$ cat config.mk
export PLATFORM = sky130hd
export DESIGN_NAME = ads_cfg
export DESIGN_NICKNAME = d
export VERILOG_FILES = /design/src/rtl/core/ads_pkg.sv /design/src/rtl/core/ads_cfg.sv
export SDC_FILE = /design/constraint.sdc
export NUM_CORES = 1
export LEC_CHECK = 0
export BUFFER_PORTS_ARGS = -buffer_cell sky130_fd_sc_hd__buf_2
export CELL_PAD_IN_SITES_DETAIL_PLACEMENT = 1
export CELL_PAD_IN_SITES_GLOBAL_PLACEMENT = 2
export CORE_MARGIN = 3
export CORE_UTILIZATION = 20
export CTS_CLUSTER_SIZE = 25
export DETAILED_ROUTE_END_ITERATION = 7
export HOLD_SLACK_MARGIN = 0.06
export PLACE_DENSITY_LB_ADDON = 0.15
export RECOVER_POWER = 25
export REMOVE_ABC_BUFFERS = 1
export SYNTH_ARGS = -nofsm -noshare
export SYNTH_HDL_FRONTEND = slang
export SYNTH_SLANG_ARGS = --single-unit
$ cat constraint.sdc
create_clock -name aclk -period 1.26 [get_ports aclk]
set_input_delay 0.252 -clock aclk [delete_from_list [all_inputs] [get_ports aclk]]
set_output_delay 0.252 -clock aclk [all_outputs]
set_load 0.05 [all_outputs]
$ cat src/rtl/core/ads_pkg.sv
// Shared constants for the antialiased dot splat core.
`timescale 1ns / 1ps

package ads_pkg;

    // Field widths of the stream payloads
    localparam int FUNC_W    = 2;
    localparam int POS_W     = 20;
    localparam int RC_W      = 8;
    localparam int VALUE_W   = 32;
    localparam int TOUCHED_W = 3;
    localparam int S_DATA_W  = 56;
    localparam int M_DATA_W  = 40;

    // Configuration register port
    localparam int CANVAS_W  = 9;
    localparam int APB_AW    = 3;
    localparam int APB_DW    = 32;
    localparam logic [CANVAS_W-1:0] CANVAS_RESET = 9'd256;

    // Register indexes (taken from paddr[2])
    localparam logic REG_CANVAS_WIDTH  = 1'b0;
    localparam logic REG_CANVAS_HEIGHT = 1'b1;

    // Function codes
    localparam logic [FUNC_W-1:0] FUNC_SPLAT = 2'd0;
    localparam logic [FUNC_W-1:0] FUNC_READ  = 2'd1;
    localparam logic [FUNC_W-1:0] FUNC_CLEAR = 2'd2;

    // Weight after scaling to 16 fraction bits (one unit is 2^16)
    localparam int WEIGHT_W = 17;

endpackage

$ cat src/rtl/core/ads_cfg.sv
// APB register bank holding the canvas width and height.
`timescale 1ns / 1ps

module ads_cfg (
    input  logic                          aclk,
    input  logic                          aresetn,
    input  logic                          psel,
    input  logic                          penable,
    input  logic                          pwrite,
    input  logic [ads_pkg::APB_AW-1:0]    paddr,
    input  logic [ads_pkg::APB_DW-1:0]    pwdata,
    output logic [ads_pkg::APB_DW-1:0]    prdata,
    output logic                          pready,
    output logic [ads_pkg::CANVAS_W-1:0]  canvas_width,
    output logic [ads_pkg::CANVAS_W-1:0]  canvas_height
);

    logic [ads_pkg::CANVAS_W-1:0] width_reg;
    logic [ads_pkg::CANVAS_W-1:0] height_reg;
    logic                         wr_en;

    assign pready = 1'b1;
    assign wr_en  = psel & penable & pwrite;

    // Take a register write on the access cycle
    always_ff @(posedge aclk) begin
        if (!aresetn) begin
            width_reg  <= ads_pkg::CANVAS_RESET;
            height_reg <= ads_pkg::CANVAS_RESET;
        end else if (wr_en) begin
            if (paddr[2] == ads_pkg::REG_CANVAS_WIDTH) begin
                width_reg <= pwdata[ads_pkg::CANVAS_W-1:0];
            end else begin
                height_reg <= pwdata[ads_pkg::CANVAS_W-1:0];
            end
        end
    end

    // Return the selected register
    always_comb begin
        if (paddr[2] == ads_pkg::REG_CANVAS_WIDTH) begin
            prdata = ads_pkg::APB_DW'(width_reg);
        end else begin
            prdata = ads_pkg::APB_DW'(height_reg);
        end
    end

    assign canvas_width  = width_reg;
    assign canvas_height = height_reg;

endmodule

==> results of run 1 <==
-- registers in the layout, summed over array words and instances (netlist names) --
signal	count
canvas_height	9
canvas_width	9
-- through the flow --
stage          setup slack (ps)  power [mW]
6_report                  -2.47        1.47
2_1_floorplan             -40.9       0.869
5_1_grt                   -33.5        1.52
3_3_place_gp              -36.4       0.958
3_5_place_dp              -37.8       0.960
4_1_cts                   -12.2        1.48
-- cells in the mapped netlist --
cell      number  area share [%]
buf_2          3             1.5
buf_4         25              19
buf_6          2             2.2
conb_1         2            0.75
dfxtp_1       18              36
mux2_2         9              10
mux2i_1       18              18
nand2_1       24             9.0
nand4_2        1             1.2
nand4b_1       1            0.87
nor2b_1        3             1.9
-- worst paths after layout --
check | to | slack, ps | cells after the start
setup / recovery | prdata[8] | -2 | 2
setup reg to reg | canvas_width[0] | 570 | 3
hold / removal | canvas_width[7] | 260 | 3
hold reg to reg | canvas_width[2] | 470 | 2
-- worst register-to-register path: stages (launching register included) --
cell and delay (ps):
dfxtp_2 330, buf_4 100, nand2_1 40, mux2i_1 140
-- area by class of cell --
class	count	area share, %
clock buffers	4	3.60
flip-flops and latches	18	24.9
repair buffers	60	31.4
multi-input cells	80	34.6
well taps	67	5.48
-- logic make-up after synthesis --
logic type	count (synthesis)	synth area share (%)
buffers and inverters	30	22.4
and+or+nand+nor	29	13.0
muxes	27	28.0
DFF	18	35.9
other	2	0.747
-- metal layers --
metal / vias to the layer above / global-route usage, % / routed length (um)
met5: - / 0 / 0
met4: 0 / 2.17 / 19
met3: 2 / 3.40 / 223
met2: 39 / 17.4 / 1390
met1: 404 / 9.61 / 1150
li1: 405 / - / -
-- timing repair --
item                       4_1_cts  5_1_grt
buffers inserted                11        2
resized for setup               42       12
gates cloned                     0        1
setup endpoints to repair        9        9
-- where the power goes --
| group | internal, mW | total, mW | switching (mW) |
|---|---|---|---|
| clock | 0.278 | 0.475 | 0.197 |
| combinational | 0.105 | 0.401 | 0.296 |
| sequential | 0.583 | 0.591 | 0.00793 |
| total | 0.966 | 1.47 | 0.502 |
==> impl_metrics.ini, run 1 <==
[status]
status = complete, but fails checks
violations = negative setup slack

[setup_path]
critPathCaptureType = output pin
path_delay_family = flip-flops
crit_path_top_delay_cell = dfxtp_2
required_ps = 1010
timing_worst_setup_path_type = flip-flop to output pin
cp_max_fo = 3
crit_path_max_incr_delay_ps = 330
r2r_start = canvas_width[0]
crit_start = canvas_width[8]
crit_buf_inv = 1
critPathArrivalTime_ps = 1010
cp-start-kind = flip-flop
path_cells = mux2_4 > buf_8

[layout]
seqCellArea_sq_um = 380
final_util_pct = 31.9
final_area_sq_mm = 0.00153
drive_gt1_share_pct = 54.9
multiInputGateArea_sq_um = 529
area_growth_pct = 52.2
final_cells = 229
antenna_cells = 0
fill_cells = 583
final_cell_mix = buf_2, nand2_1, conb_1
nets = 203
layout_commonest_cell = buf_2

[power]
cellLeakagePower_nw = 0.863
powerDensity_mw_per_mm2 = 960
peakVddDrop_mv = 0.431

[global_route]
grt_pass1_wl_mm = 4.33
grt_pass1_vias = 889
grt-ovfl-total = 0
track_usage_pct = 9.25
grt_max_degree = 15
antenna_found_initial = 0

[route]
route.antenna.remaining_nets = 0
wl_mm = 2.78
drcViolationCount = 0
drt_first_pass_iters = 3
drtIter0Drc = 4
wl_per_cell_um = 12.1
dr_total_vias = 850
viasPerCell = 3.71

[hold_path]
hold_start = pwdata[7]
hold_path.class = primary input to flip-flop

[synth]
synth-seq-cells = 18
yosysWarnings = 0
ys_seq_area_share_pct = 35.9
synthCells = 106
syn-cell-area_sq_mm = 0.00100
synth_cell_type_count = 11
syn_area_per_cell_sq_um = 9.48

[timing]
rsz0062_at_grt = true
hold_viol_final = 0
whs_ps = 258
drv_slew = 0
finalSetupTns_ps = -3.06
post-route-period-util_pct = 100
skew_ps = 0
setup_viol = 2
fin_crit_ps = 1260
max_freq_mhz = 792
setup_ws_ps = -2.47

[clocking]
hold_buffers = 0
root_buffer = clkbuf_8
cts_tree = built
cts_buffers = 3
insertion_delay_ps = 250
clk_path_buf_depth = 2
clkTransAtPathRegs_ps = 70
numClockSinks = 18
htreeDepth = 1

[placed_design]
place_inst = 211
gp_congestion = 0.647
port_buffers = 41
placed_area_sq_mm = 0.00123
dpl.hpwl_mm = 1.91

[floorplan]
start_util_pct = 21.0
row_count = 25
core_sq_mm = 0.00479
chipWidth_um = 76.9
die_area_sq_mm = 0.00591
io_pins = 91
chipHeight_um = 76.9

[run]
cap_violations = 0
Note: power is estimated with default switching activity, not from simulation.
==> run 2, diff against run 1 <==
--- a/config.mk
+++ b/config.mk
@@ -5,11 +5,10 @@
 export SDC_FILE = /design/constraint.sdc
 export NUM_CORES = 1
 export LEC_CHECK = 0
+export ABC_CLOCK_PERIOD_IN_PS = 1260
 export BUFFER_PORTS_ARGS = -buffer_cell sky130_fd_sc_hd__buf_2
-export CELL_PAD_IN_SITES_DETAIL_PLACEMENT = 1
-export CELL_PAD_IN_SITES_GLOBAL_PLACEMENT = 2
 export CORE_MARGIN = 3
-export CORE_UTILIZATION = 20
+export CORE_UTILIZATION = 36
 export CTS_CLUSTER_SIZE = 25
 export DETAILED_ROUTE_END_ITERATION = 7
 export HOLD_SLACK_MARGIN = 0.06
==> constraint.sdc (replaced) <==
create_clock -name aclk -period 1.26 [get_ports aclk]
set_input_delay 0.063 -clock aclk [delete_from_list [all_inputs] [get_ports aclk]]
set_output_delay 0.063 -clock aclk [all_outputs]
set_load 0.05 [all_outputs]
==> run 2 against run 1 <==
Compared with the run above:
- register-to-register slack improved by 40 ps
- the flow now finishes without violations
- global-route usage increased by 2.8 points
- clock power decreased by 26%
- clock-buffer cell count unchanged
- via count decreased by 7.1%
- design area decreased by 19%
- highest routed layer unchanged
- sequential power about the same
- critical path depth unchanged
- die area decreased by 41%
- combinational power decreased by 11%
==> impl_metrics.ini, run 2 (same netlist as run 1, synthesis figures left out) <==
[setup_path]
required_ps = 1200
cp-start-kind = flip-flop
timing_worst_setup_path_type = flip-flop to output pin
path_delay_family = flip-flops
crit_path_max_incr_delay_ps = 340
crit_path_top_delay_cell = dfxtp_1
crit_buf_inv = 1
critPathArrivalTime_ps = 1110
cp_max_fo = 3
critPathCaptureType = output pin
path_cells = mux2_2 > buf_2

[timing]
tightest_slew_ps = 712
finalSetupTns_ps = 0
fin_crit_ps = 1170
post-route-period-util_pct = 92.8
drv_slew = 0
rsz0062_at_grt = false
setup_viol = 0
hold_viol_final = 0
max_freq_mhz = 855
skew_ps = 0
timing.slew.headroom_pct = 52.5

[placed_design]
gp_congestion = 0.623
dpl.hpwl_mm = 1.46
port_buffers = 41
place_inst = 171

[global_route]
track_usage_pct = 12.0
grt_pass1_wl_mm = 3.17
antenna_found_initial = 0
grt-ovfl-total = 0
grt_pass1_vias = 715
grt_max_degree = 28

[floorplan]
core_sq_mm = 0.00257
start_util_pct = 39.1
die_area_sq_mm = 0.00346
row_count = 18
chipWidth_um = 58.8
io_pins = 91
chipHeight_um = 58.8

[clocking]
cts_buffers = 3
clkTransAtPathRegs_ps = 100
cts_tree = built
cts_setup_buffers = 0
insertion_delay_ps = 290
htreeDepth = 1
root_buffer = clkbuf_4
numClockSinks = 18
clk_path_buf_depth = 2

[power]
powerDensity_mw_per_mm2 = 1040
peakVddDrop_mv = 0.639
cellLeakagePower_nw = 0.738

[layout]
area_growth_pct = 23.7
nets = 195
antenna_cells = 0
final_cells = 184
layout_commonest_cell = buf_2
drive_gt1_share_pct = 36.4
final_cell_mix = buf_2, nand2_1, conb_1

[route]
wl_mm = 2.10
viasPerCell = 4.29
drtIter0Drc = 7
drcViolationCount = 0
dr_total_vias = 790
drt_first_pass_iters = 4
wl_per_cell_um = 11.4
route.antenna.remaining_nets = 0

[status]
status = complete, no violations

[hold_path]
hold_path.class = primary input to flip-flop

[run]
cap_violations = 0
## run 2: final cells by class
cell class	instances	area, sq um
Clock buffer	4	36.3
Fill cell	260	1330
Multi-Input combinational cell	80	502
Sequential cell	18	360
Tap cell	30	37.5
Timing Repair Buffer	52	307
## run 2: where the power goes
group	switching (mW)	internal [mW]	leakage [nW]
combinational	0.282	0.0739	0.571
clock	0.175	0.176	0.0210
sequential	0.00860	0.581	0.146
total	0.465	0.831	0.738
## run 2: worst register-to-register path: stages (launching register included)
cell	delay, ps
dfxtp_1	340
nor2b_1	110
mux2i_1	80
## run 2: worst paths after layout
check / from / slack, ps / cells after the start / end
worst max register to register: canvas_width[8] / 610 / 2 / canvas_width[8]
worst min-delay path: aresetn / 230 / 3 / canvas_width[0]
worst min register to register: canvas_height[7] / 480 / 2 / canvas_height[7]
worst max-delay path: canvas_height[3] / 90 / 2 / prdata[3]
## run 2: stage by stage
stage | total power, mW | utilization, % | setup WS [ps] | instance area (sq um) | hold WS, ps
CTS | 1.31 | 48.5 | 76.0 | 1250 | 228
finish | 1.30 | 48.4 | 90.6 | 1240 | 231
floorplan | 0.869 | - | 148 | 862 | 214
global route | 1.36 | 48.4 | 43.4 | 1240 | 240
detailed placement | 0.937 | 43.6 | 258 | 1120 | 342
global placement | 0.934 | 43.6 | 279 | 1120 | 331
## run 2: what timing repair did
item,in CTS,in global routing
hold buffers,9,0
endpoints found under the hold margin,17,0
gates resized for setup,0,0
## run 2: per-layer routing
metal / share of wire [%] / global-route usage (%)
met4: 0.62 / 4.85
met2: 48 / 19.9
met1: 42 / 15.1
met3: 9.1 / 2.63
met5: 0 / 0
