$ cat src/rtl/core/ads_pkg.sv
// Shared constants for the antialiased dot splat core.
`timescale 1ns / 1ps

package ads_pkg;

    // Field widths of the stream payloads
    localparam int FUNC_W    = 2;
    localparam int POS_W     = 20;
    localparam int RC_W      = 8;
    localparam int VALUE_W   = 32;
    localparam int TOUCHED_W = 3;
    localparam int S_DATA_W  = 56;
    localparam int M_DATA_W  = 40;

    // Configuration register port
    localparam int CANVAS_W  = 9;
    localparam int APB_AW    = 3;
    localparam int APB_DW    = 32;
    localparam logic [CANVAS_W-1:0] CANVAS_RESET = 9'd256;

    // Register indexes (taken from paddr[2])
    localparam logic REG_CANVAS_WIDTH  = 1'b0;
    localparam logic REG_CANVAS_HEIGHT = 1'b1;

    // Function codes
    localparam logic [FUNC_W-1:0] FUNC_SPLAT = 2'd0;
    localparam logic [FUNC_W-1:0] FUNC_READ  = 2'd1;
    localparam logic [FUNC_W-1:0] FUNC_CLEAR = 2'd2;

    // Weight after scaling to 16 fraction bits (one unit is 2^16)
    localparam int WEIGHT_W = 17;

endpackage

$ cat src/rtl/core/ads_cell_unit.sv
// Shared cell unit: range check, store address and bilinear weight of one cell.
`timescale 1ns / 1ps

module ads_cell_unit #(
    parameter int MAX_WIDTH  = 256,
    parameter int MAX_HEIGHT = 256,
    parameter int FRAC_BITS  = 8
) (
    input  logic signed [22-FRAC_BITS-1:0]            col,
    input  logic signed [22-FRAC_BITS-1:0]            row,
    input  logic [FRAC_BITS:0]                        wc,
    input  logic [FRAC_BITS:0]                        wr,
    input  logic [ads_pkg::CANVAS_W-1:0]              canvas_width,
    input  logic [ads_pkg::CANVAS_W-1:0]              canvas_height,
    output logic                                      hit,
    output logic [$clog2(MAX_WIDTH*MAX_HEIGHT)-1:0]   addr,
    output logic [ads_pkg::WEIGHT_W-1:0]              weight
);

    localparam int CMPW  = 22 - FRAC_BITS;
    localparam int AW    = $clog2(MAX_WIDTH * MAX_HEIGHT);
    localparam int PW    = 2 * FRAC_BITS + 2;
    localparam int SHR   = (2 * FRAC_BITS >= 16) ? 2 * FRAC_BITS - 16 : 0;
    localparam int SHL   = (2 * FRAC_BITS >= 16) ? 0 : 16 - 2 * FRAC_BITS;
    localparam logic [31:0] MAXW32 = 32'(MAX_WIDTH);
    localparam logic [31:0] MAXH32 = 32'(MAX_HEIGHT);

    logic [CMPW-2:0] col_u;
    logic [CMPW-2:0] row_u;
    logic [31:0]     col32;
    logic [31:0]     row32;
    logic [PW-1:0]   prod;
    logic [31:0]     prod32;
    logic [31:0]     addr32;

    assign col_u = col[CMPW-2:0];
    assign row_u = row[CMPW-2:0];
    assign col32 = 32'(col_u);
    assign row32 = 32'(row_u);

    // Skip cells left of, above, or beyond the effective canvas
    assign hit = !col[CMPW-1] && !row[CMPW-1]
              && (col32 < 32'(canvas_width))  && (col32 < MAXW32)
              && (row32 < 32'(canvas_height)) && (row32 < MAXH32);

    // Row-major store address
    assign addr32 = row32 * MAXW32 + col32;
    assign addr   = addr32[AW-1:0];

    // Axis weight product scaled to 16 fraction bits
    assign prod   = PW'(wc) * PW'(wr);
    assign prod32 = (2 * FRAC_BITS >= 16) ? (32'(prod) >> SHR) : (32'(prod) << SHL);
    assign weight = prod32[ads_pkg::WEIGHT_W-1:0];

endmodule

$ cat config.mk
export PLATFORM = sky130hd
export DESIGN_NAME = ads_cell_unit
export DESIGN_NICKNAME = d
export VERILOG_FILES = /design/src/rtl/core/ads_pkg.sv /design/src/rtl/core/ads_cell_unit.sv
export SDC_FILE = /design/constraint.sdc
export NUM_CORES = 1
export LEC_CHECK = 0
export BUFFER_PORTS_ARGS = -buffer_cell sky130_fd_sc_hd__buf_2
export CORE_MARGIN = 1.5
export CORE_UTILIZATION = 56
export DETAILED_ROUTE_END_ITERATION = 16
export MAX_ROUTING_LAYER = met4
export PLACE_DENSITY = 0.95
export SLEW_MARGIN = 20
export SYNTH_ARGS = -nofsm -noshare
export SYNTH_HDL_FRONTEND = slang
export SYNTH_SLANG_ARGS = --single-unit
$ cat constraint.sdc
create_clock -name vclk -period 10.4
set_input_delay 3.12 -clock vclk [all_inputs]
set_output_delay 3.12 -clock vclk [all_outputs]
set_load 0.05 [all_outputs]
==> flow_metrics.py, run 1 <==
metrics = {
    "cells_and_area": {
        "seq_cells": 0,
        "antenna_cells": 0,
        "multi_input_area_sq_um": 2880,
        "final_nets": 667,
        "nClkBuffers": 0,
        "postLayoutCoreUtil_pct": 69.2,
        "stdcell_count": 566,
        "drive_gt1_share_pct": 22.5,
        "seq_area_sq_um": 0,
        "fillCellCount": 440,
        "areaGrowthSynthToFinish_pct": 18.0,
    },
    "detailed_routing": {
        "vias_per_cell": 5.26,
        "drc": 0,
        "avgRoutedWirePerCell_um": 13.9,
        "ant_nets": 0,
        "initialDrtViolationCount": 131,
        "vias": 2979,
        "first_pass_iters": 4,
        "routed_wl_um": 7860,
    },
    "placed_design": {
        "dp_slack_ps": -15.3,
        "port-buffer-count": 98,
        "dp_cells": 565,
        "routabilityCongestion": 0.931,
        "dp_hpwl_um": 6840,
    },
    "setup_path": {
        "cp.arrival_ps": 7140,
        "worstPathRequired_ps": 7280,
        "crit_fanout": 9,
        "critPathKind": "input port to output pin",
        "end_kind": "output pin",
        "critPathLaunchType": "input port",
    },
    "logic_synthesis": {
        "synth_common_cells": "inv_1, ha_1, and2_1",
        "synthCells": 405,
        "synth_area_per_cell_sq_um": 8.07,
        "synth_most_common_cell": "inv_1",
        "syn_area_sq_um": 3270,
        "ys.warnings.count": 0,
        "yosysTopAreaCellShare_pct": 30.6,
        "synth.yosys.seq_area_share_pct": 0,
        "synth_area_leader_cell": "fa_1",
        "synth_fp_nets": 576,
        "ys_top_cells_by_area": "fa_1, ha_1, inv_1",
        "synth.distinct_cells": 34,
    },
    "power_and_ir_drop": {
        "cellLeakagePower_nw": 2.22,
        "vdd_drop_max_mv": 0.342,
        "p_per_area_nw_per_um2": 247,
    },
    "floorplan": {
        "core_area_sq_um": 5570,
        "ios": 98,
        "num_rows": 27,
        "start_util_pct": 58.6,
        "die_w_um": 79.4,
        "die-height_um": 79.4,
        "die-area_sq_um": 6300,
    },
    "run": {
        "max_cap_viol_count": 0,
    },
    "sta": {
        "finalWorstSetupSlack_ps": 145,
        "setup_viol": 0,
        "tightest_slew_ps": 285,
        "final.min_clock_period_ps": 10260,
        "finalCritPeriodShare_pct": 98.6,
        "max_slew_margin_pct": 80.9,
        "tns_ps": 0,
        "finalHoldViolations": 0,
        "clock.fmax_mhz": 97.5,
        "slew_violations": 0,
    },
    "global_routing": {
        "grt_first_pass_wirelength_um": 13000,
        "gr-usage-all-layers_pct": 25.9,
        "gr-total-overflow": 0,
        "antenna_found_initial": 0,
        "grt_max_degree": 10,
        "first_global_vias": 3051,
    },
    "worst_hold_path": {
        "hp-class": "input port to output pin",
    },
    "status": {
        "status": "finished clean",
    },
    "cts": {
        "ctsHoldBuffers": 0,
    },
}
[what timing repair did]
action                     CTS  global route
setup buffers                0             1
resized for setup            2            13
setup endpoints to repair    2             6
pin swaps                    0             1
[layout by cell type (no fill, tap or decap), types with 2 or more instances in the layout]
master / n
inv_1: 95
buf_2: 93
ha_1: 56
and2_1: 51
fa_1: 50
nand2_1: 42
xnor2_1: 15
a21oi_1: 13
a21o_1: 9
buf_4: 8
nor2_1: 6
o21ai_1: 6
nand2b_1: 5
nand3_1: 4
a21oi_2: 3
nand4_1: 3
nor2b_1: 3
o21ai_0: 3
and3_1: 2
o211ai_1: 2
xor2_1: 2
nor3b_1: 2
nor3_1: 2
a211oi_1: 2
nor4_1: 2
[metrics by stage]
stage	hold slack (ps)	cell area, sq um	power, mW
6_report	6550	3860	0.951
5_1_grt	6550	3860	1.03
4_1_cts	6550	3810	0.914
3_5_place_dp	6550	3800	0.901
3_3_place_gp	6540	3800	0.872
2_1_floorplan	6410	3280	0.712
[final cells by class]
cell class / count / area share [%]
Tap cell: 72 / 2.34
Multi-Input combinational cell: 297 / 74.6
Timing Repair Buffer: 102 / 13.8
Inverter: 95 / 9.25
[metal layers]
layer,part of all wire [%],track usage (%),vias to the layer above
met2,55,45.8,78
met5,0,-,-
met1,40,32.8,1440
met4,2.1,6.84,0
met3,2.8,0.800,18
li1,-,-,1443
[worst max-delay path: stages]
cell	delay, ps
buf_2	140
nand2_1	90
fa_1	530
fa_1	560
inv_1	60
fa_1	520
inv_1	50
fa_1	550
inv_1	60
ha_2	380
nand3_1	140
a21o_1	220
a21boi_2	210
nor4_2	60
a211oi_2	200
buf_4	230
[cells by family (layout without fill, tap and decap cells)]
| logic type | Yosys count | after routing | synth area share [%] |
|---|---|---|---|
| AO/OA/AOI/OAI | 47 | 47 | 9.19 |
| buffers and inverters | 108 | 197 | 13.3 |
| AND/OR/NAND/NOR | 125 | 125 | 20.2 |
| adder cells (fa/ha/maj) | 107 | 107 | 52.5 |
| XOR/XNOR | 18 | 18 | 4.82 |
[power by group]
group	total, mW	leakage [nW]	internal, mW	switching (mW)
logic	0.951	2.22	0.310	0.641
registers	0	0	0	0
clock network	0	0	0	0
total	0.951	2.22	0.310	0.641
[final timing paths]
kind,from,endpoint,slack [ps],cells past startpoint
worst max-delay path,wr[8],weight[13],140,16
worst min-delay path,col[1],addr[1],6550,2
No activity file was read; power rests on OpenSTA's default activity.
==> run 2: changes to the inputs <==
--- a/config.mk
+++ b/config.mk
@@ -7,10 +7,10 @@
 export LEC_CHECK = 0
 export BUFFER_PORTS_ARGS = -buffer_cell sky130_fd_sc_hd__buf_2
 export CORE_MARGIN = 1.5
-export CORE_UTILIZATION = 56
+export CORE_UTILIZATION = 35
 export DETAILED_ROUTE_END_ITERATION = 16
 export MAX_ROUTING_LAYER = met4
-export PLACE_DENSITY = 0.95
+export PLACE_DENSITY = 0.7
 export SLEW_MARGIN = 20
 export SYNTH_ARGS = -nofsm -noshare
 export SYNTH_HDL_FRONTEND = slang
==> run 2 against run 1 <==
  * Total power is 2.1% higher
  * Die area is 57% higher
  * Via count is 2.4% lower
  * Routed wire length is 7.2% lower
  * First-iteration DRC count is 52% lower
==> flow_metrics.py, run 2 (synthesized netlist as in run 1, its figures left out) <==
metrics = {
    "status": {
        "status": "finished clean",
    },
    "sta": {
        "rsz0062_at_grt": "false",
        "slew_violations": 0,
        "finalCritPeriodShare_pct": 97.8,
        "final.min_clock_period_ps": 10170,
        "setup_viol": 0,
        "tns_ps": 0,
        "max_slew_margin_pct": 76.1,
        "finalHoldViolations": 0,
        "tightest_slew_ps": 356,
        "clock.fmax_mhz": 98.4,
    },
    "floorplan": {
        "ios": 98,
        "start_util_pct": 35.7,
        "die_w_um": 99.6,
        "die-height_um": 99.6,
        "num_rows": 35,
        "die-area_sq_um": 9930,
        "core_area_sq_um": 9150,
    },
    "detailed_routing": {
        "vias_per_cell": 4.81,
        "ant_nets": 0,
        "routed_wl_um": 7300,
        "initialDrtViolationCount": 63,
        "vias": 2908,
        "avgRoutedWirePerCell_um": 12.1,
        "first_pass_iters": 4,
        "drc": 0,
    },
    "placed_design": {
        "port-buffer-count": 98,
        "routabilityCongestion": 0.827,
        "dp_hpwl_um": 6570,
    },
    "global_routing": {
        "grt_first_pass_wirelength_um": 12300,
        "first_global_vias": 2793,
        "grt_max_degree": 10,
        "gr-total-overflow": 0,
        "antenna_found_initial": 0,
        "gr-usage-all-layers_pct": 15.0,
    },
    "power_and_ir_drop": {
        "vdd_drop_max_mv": 0.499,
        "finalPower_uw": 971,
        "switching_share_pct": 66.5,
        "power_frac_clock_pct": 0,
        "pwr-share-seq_pct": 0,
        "p_per_area_nw_per_um2": 248,
        "cellLeakagePower_nw": 2.23,
        "internal_power_uw": 325,
        "netSwitchingPower_uw": 646,
        "pwr-share-comb_pct": 100.0,
    },
    "worst_hold_path": {
        "hp-class": "input port to output pin",
    },
    "cells_and_area": {
        "layout_common_cells": "inv_1, buf_2, ha_1",
        "final_common_cell": "inv_1",
        "multi_input_area_sq_um": 2880,
        "seq_cells": 0,
        "nClkBuffers": 0,
        "postLayoutCoreUtil_pct": 42.8,
        "drive_gt1_share_pct": 21.9,
        "fillCellCount": 930,
        "seq_area_sq_um": 0,
        "final_nets": 667,
        "areaGrowthSynthToFinish_pct": 19.9,
        "antenna_cells": 0,
    },
    "setup_path": {
        "crit_fanout": 9,
        "worstPathRequired_ps": 7280,
        "cpMaxStageDelayCell": "fa_1",
        "critPathMostFrequentCell": "fa_1",
        "critPathLaunchType": "input port",
        "end_kind": "output pin",
        "cp.arrival_ps": 7050,
        "crit_path_cell_trace": "buf_2 -> and2_1 -> fa_1 -> fa_1 -> fa_1 -> inv_1 -> fa_1 -> inv_1 -> ha_1 -> a21oi_1 -> nand2_1 -> o21ai_1 -> nand2b_1 -> xor2_1 -> buf_2",
        "critPathCapture": "weight[14]",
        "slowest_delay_ps": 560,
        "critPathKind": "input port to output pin",
        "crit_start": "wr[8]",
    },
    "run": {
        "max_cap_viol_count": 0,
    },
    "cts": {
        "ctsHoldBuffers": 0,
    },
}
## run 2: cell count changes in the layout (fill, tap and decap cells not counted), sizes merged
cell / previous run / this run
buf: 101 / 100
clkbuf: 1 / 2
## run 2: final cells by class
class,instances,area share [%]
Timing Repair Buffer,102,13.8
Tap cell,111,3.54
Multi-Input combinational cell,297,73.6
Inverter,95,9.10
## run 2: worst min-delay path by stage
stage / startpoint / endpoint / slack [ps] / cells after the start
global route: col[0] / addr[0] / 6550 / 2
floorplan: col[0] / addr[0] / 6410 / 1
detailed placement: col[0] / addr[0] / 6540 / 2
CTS: col[0] / addr[0] / 6540 / 2
finish: col[0] / addr[0] / 6540 / 2
global placement: col[0] / addr[0] / 6540 / 2
## run 2: what timing repair did
action,in CTS,in global routing
buffers inserted,0,1
pin swaps,0,3
resized for setup,1,14
setup endpoints to repair,1,5
## run 2: metal layers
| metal | share of wire (%) | wire, um | track usage (%) |
|---|---|---|---|
| met1 | 47 | 3410 | 21.0 |
| met5 | 0 | 0 | - |
| met3 | 2.4 | 173 | 0.422 |
| met4 | 0.51 | 37 | 0.650 |
| met2 | 50 | 3680 | 25.8 |
## run 2: power by group through the flow
| stage | combinational [mW] | sequential (mW) | clock, mW |
|---|---|---|---|
| 6_report | 0.971 | 0 | 0 |
| 5_1_grt | 1.06 | 0 | 0 |
| 4_1_cts | 0.916 | 0 | 0 |
| 3_5_place_dp | 0.908 | 0 | 0 |
| 3_3_place_gp | 0.896 | 0 | 0 |
| 2_1_floorplan | 0.712 | 0 | 0 |
## run 2: worst max-delay path: cells and delay by family
family          cells  cell delay [ps]
buf+inv             4              540
fa+ha+maj           5             2460
compound gates      2              420
simple gates        3              360
xor+xnor            1              150
## run 2: stage by stage
step / setup slack (ps) / hold WS, ps / cell area [sq um] / std cells
global placement: 57.8 / 6540 / 3850 / 604
detailed placement: 7.02 / 6540 / 3850 / 604
finish: 233 / 6540 / 3920 / 605
floorplan: 21.9 / 6410 / 3280 / 405
CTS: 46.5 / 6540 / 3860 / 604
global route: 36.3 / 6550 / 3920 / 605
==> run 3: changes to the inputs <==
--- a/config.mk
+++ b/config.mk
@@ -10,7 +10,7 @@
 export CORE_UTILIZATION = 35
 export DETAILED_ROUTE_END_ITERATION = 16
 export MAX_ROUTING_LAYER = met4
-export PLACE_DENSITY = 0.7
+export PLACE_DENSITY = 0.72
 export SLEW_MARGIN = 20
 export SYNTH_ARGS = -nofsm -noshare
 export SYNTH_HDL_FRONTEND = slang
==> constraint.sdc (replaced) <==
create_clock -name vclk -period 8.2
set_input_delay 2.46 -clock vclk [all_inputs]
set_output_delay 2.46 -clock vclk [all_outputs]
set_load 0.05 [all_outputs]
==> run 3 against run 2 <==
  * The flow now finishes with violations (negative setup slack)
  * Routed wire length rose by 14%
  * Hold slack worse by 1300 ps
  * Die area stayed put
  * Total power is 86% higher
  * Non-clock buffer count rose by 33
  * Combinational power rose by 85%
  * Core utilization is 12 points higher
  * Clock-buffer cell count unchanged
  * Critical endpoint is now weight[16]
  * Global-route usage grew 2.8 points
  * Worst setup slack got worse by 560 ps
  * Sequential share of layout area stayed put
  * Via count increased by 7.1%
==> flow_metrics.py, run 3 (synthesized netlist as in run 1, its figures left out) <==
metrics = {
    "power_and_ir_drop": {
        "cellLeakagePower_nw": 2.63,
        "internal_power_uw": 807,
        "switching_share_pct": 55.3,
        "pwr-share-comb_pct": 100.0,
        "vdd_drop_max_mv": 0.337,
        "power_frac_clock_pct": 0,
        "netSwitchingPower_uw": 996,
        "pwr-share-seq_pct": 0,
        "finalPower_mw": 1.80,
        "p_per_area_nw_per_um2": 361,
    },
    "sta": {
        "clock.fmax_mhz": 117,
        "holdWs_ps": 5220,
        "finalHoldViolations": 0,
        "max_slew_margin_pct": 70.7,
        "slew_violations": 0,
        "tightest_slew_ps": 437,
        "rsz0062_at_grt": "true",
        "finalCritPeriodShare_pct": 104,
        "finalWorstSetupSlack_ps": -324,
        "final.min_clock_period_ps": 8520,
        "setup_viol": 8,
    },
    "cells_and_area": {
        "antenna_cells": 0,
        "drive_gt1_share_pct": 41.0,
        "final_nets": 700,
        "final_area_sq_um": 5000,
        "seq_area_sq_um": 0,
        "seq_cells": 0,
        "nClkBuffers": 0,
        "layout_common_cells": "inv_1, buf_2, ha_1",
        "final_common_cell": "inv_1",
        "areaGrowthSynthToFinish_pct": 53.0,
    },
    "global_routing": {
        "gr-total-overflow": 0,
        "gr-usage-all-layers_pct": 17.8,
        "first_global_vias": 3254,
        "grt_first_pass_wirelength_um": 14200,
        "antenna_found_initial": 0,
        "grt_max_degree": 10,
    },
    "detailed_routing": {
        "initialDrtViolationCount": 68,
        "first_pass_iters": 4,
        "avgRoutedWirePerCell_um": 13.1,
        "drc": 0,
        "vias": 3114,
        "ant_nets": 0,
        "vias_per_cell": 4.88,
        "routed_wl_um": 8350,
    },
    "floorplan": {
        "ios": 98,
        "die_w_um": 99.6,
        "core_area_sq_um": 9150,
        "start_util_pct": 35.7,
        "die-height_um": 99.6,
        "num_rows": 35,
        "die-area_sq_um": 9930,
    },
    "placed_design": {
        "placed_cell_area_sq_um": 4390,
        "port-buffer-count": 98,
        "dp_hpwl_um": 6920,
        "routabilityCongestion": 0.920,
    },
    "setup_path": {
        "end_kind": "output pin",
        "critPathLaunchType": "input port",
        "worstPathRequired_ps": 5740,
        "cp.arrival_ps": 6060,
        "critPathKind": "input port to output pin",
        "crit_fanout": 9,
    },
    "worst_hold_path": {
        "hp-class": "input port to output pin",
    },
    "status": {
        "status": "finished, violations left",
        "violations": "negative setup slack",
    },
    "cts": {
        "ctsHoldBuffers": 0,
    },
    "run": {
        "max_cap_viol_count": 0,
    },
}
## run 3: stage by stage
stage	worst slack, ps	util, %	std cells	TNS (ps)
3_5_place_dp	-602	48.0	633	-4470
3_3_place_gp	-547	48.0	633	-4090
2_1_floorplan	-309	-	405	-1240
5_1_grt	-439	54.6	638	-3070
6_report	-324	54.6	638	-2040
4_1_cts	-379	53.2	636	-2350
## run 3: power by group through the flow
stage / clock, mW / sequential, mW / combinational [mW]
after global routing: 0 / 0 / 1.93
final: 0 / 0 / 1.80
after detailed placement: 0 / 0 / 1.53
after global placement: 0 / 0 / 1.51
after CTS: 0 / 0 / 1.76
after floorplan: 0 / 0 / 1.22
## run 3: cell type report
cell class,count,area (sq um)
timing repair buffer,135,1110
fill,804,4150
tap,111,139
multi-input combinational,297,3390
inverter,95,357
## run 3: final timing paths
kind,end,slack [ps],startpoint,cells past startpoint
worst min-delay path,addr[0],5220,col[0],2
worst max-delay path,weight[16],-320,wr[3],15
## run 3: metal layers
metal / up-vias / track usage (%) / part of all wire [%]
met5: - / - / 0
met4: 0 / 1.52 / 0.97
met3: 8 / 0.914 / 3.7
met2: 85 / 34.5 / 53
met1: 1513 / 21.0 / 42
li1: 1508 / - / -
## run 3: worst max-delay path, cell delays in order
cell	delay, ps
buf_12	120
and2_4	140
fa_1	560
fa_1	450
fa_1	490
inv_1	50
fa_1	490
inv_2	50
ha_4	290
o211ai_1	140
a21oi_4	180
o21ai_2	100
o21ai_2	230
xnor2_4	150
buf_6	170
## run 3: repair_timing
action                     in CTS  in global routing
gates cloned                    3                  0
hold endpoints to repair        0                  0
setup endpoints to repair      10                 11
setup buffers                   0                  2
pin swaps                      44                 16
gates resized for setup       111                 22
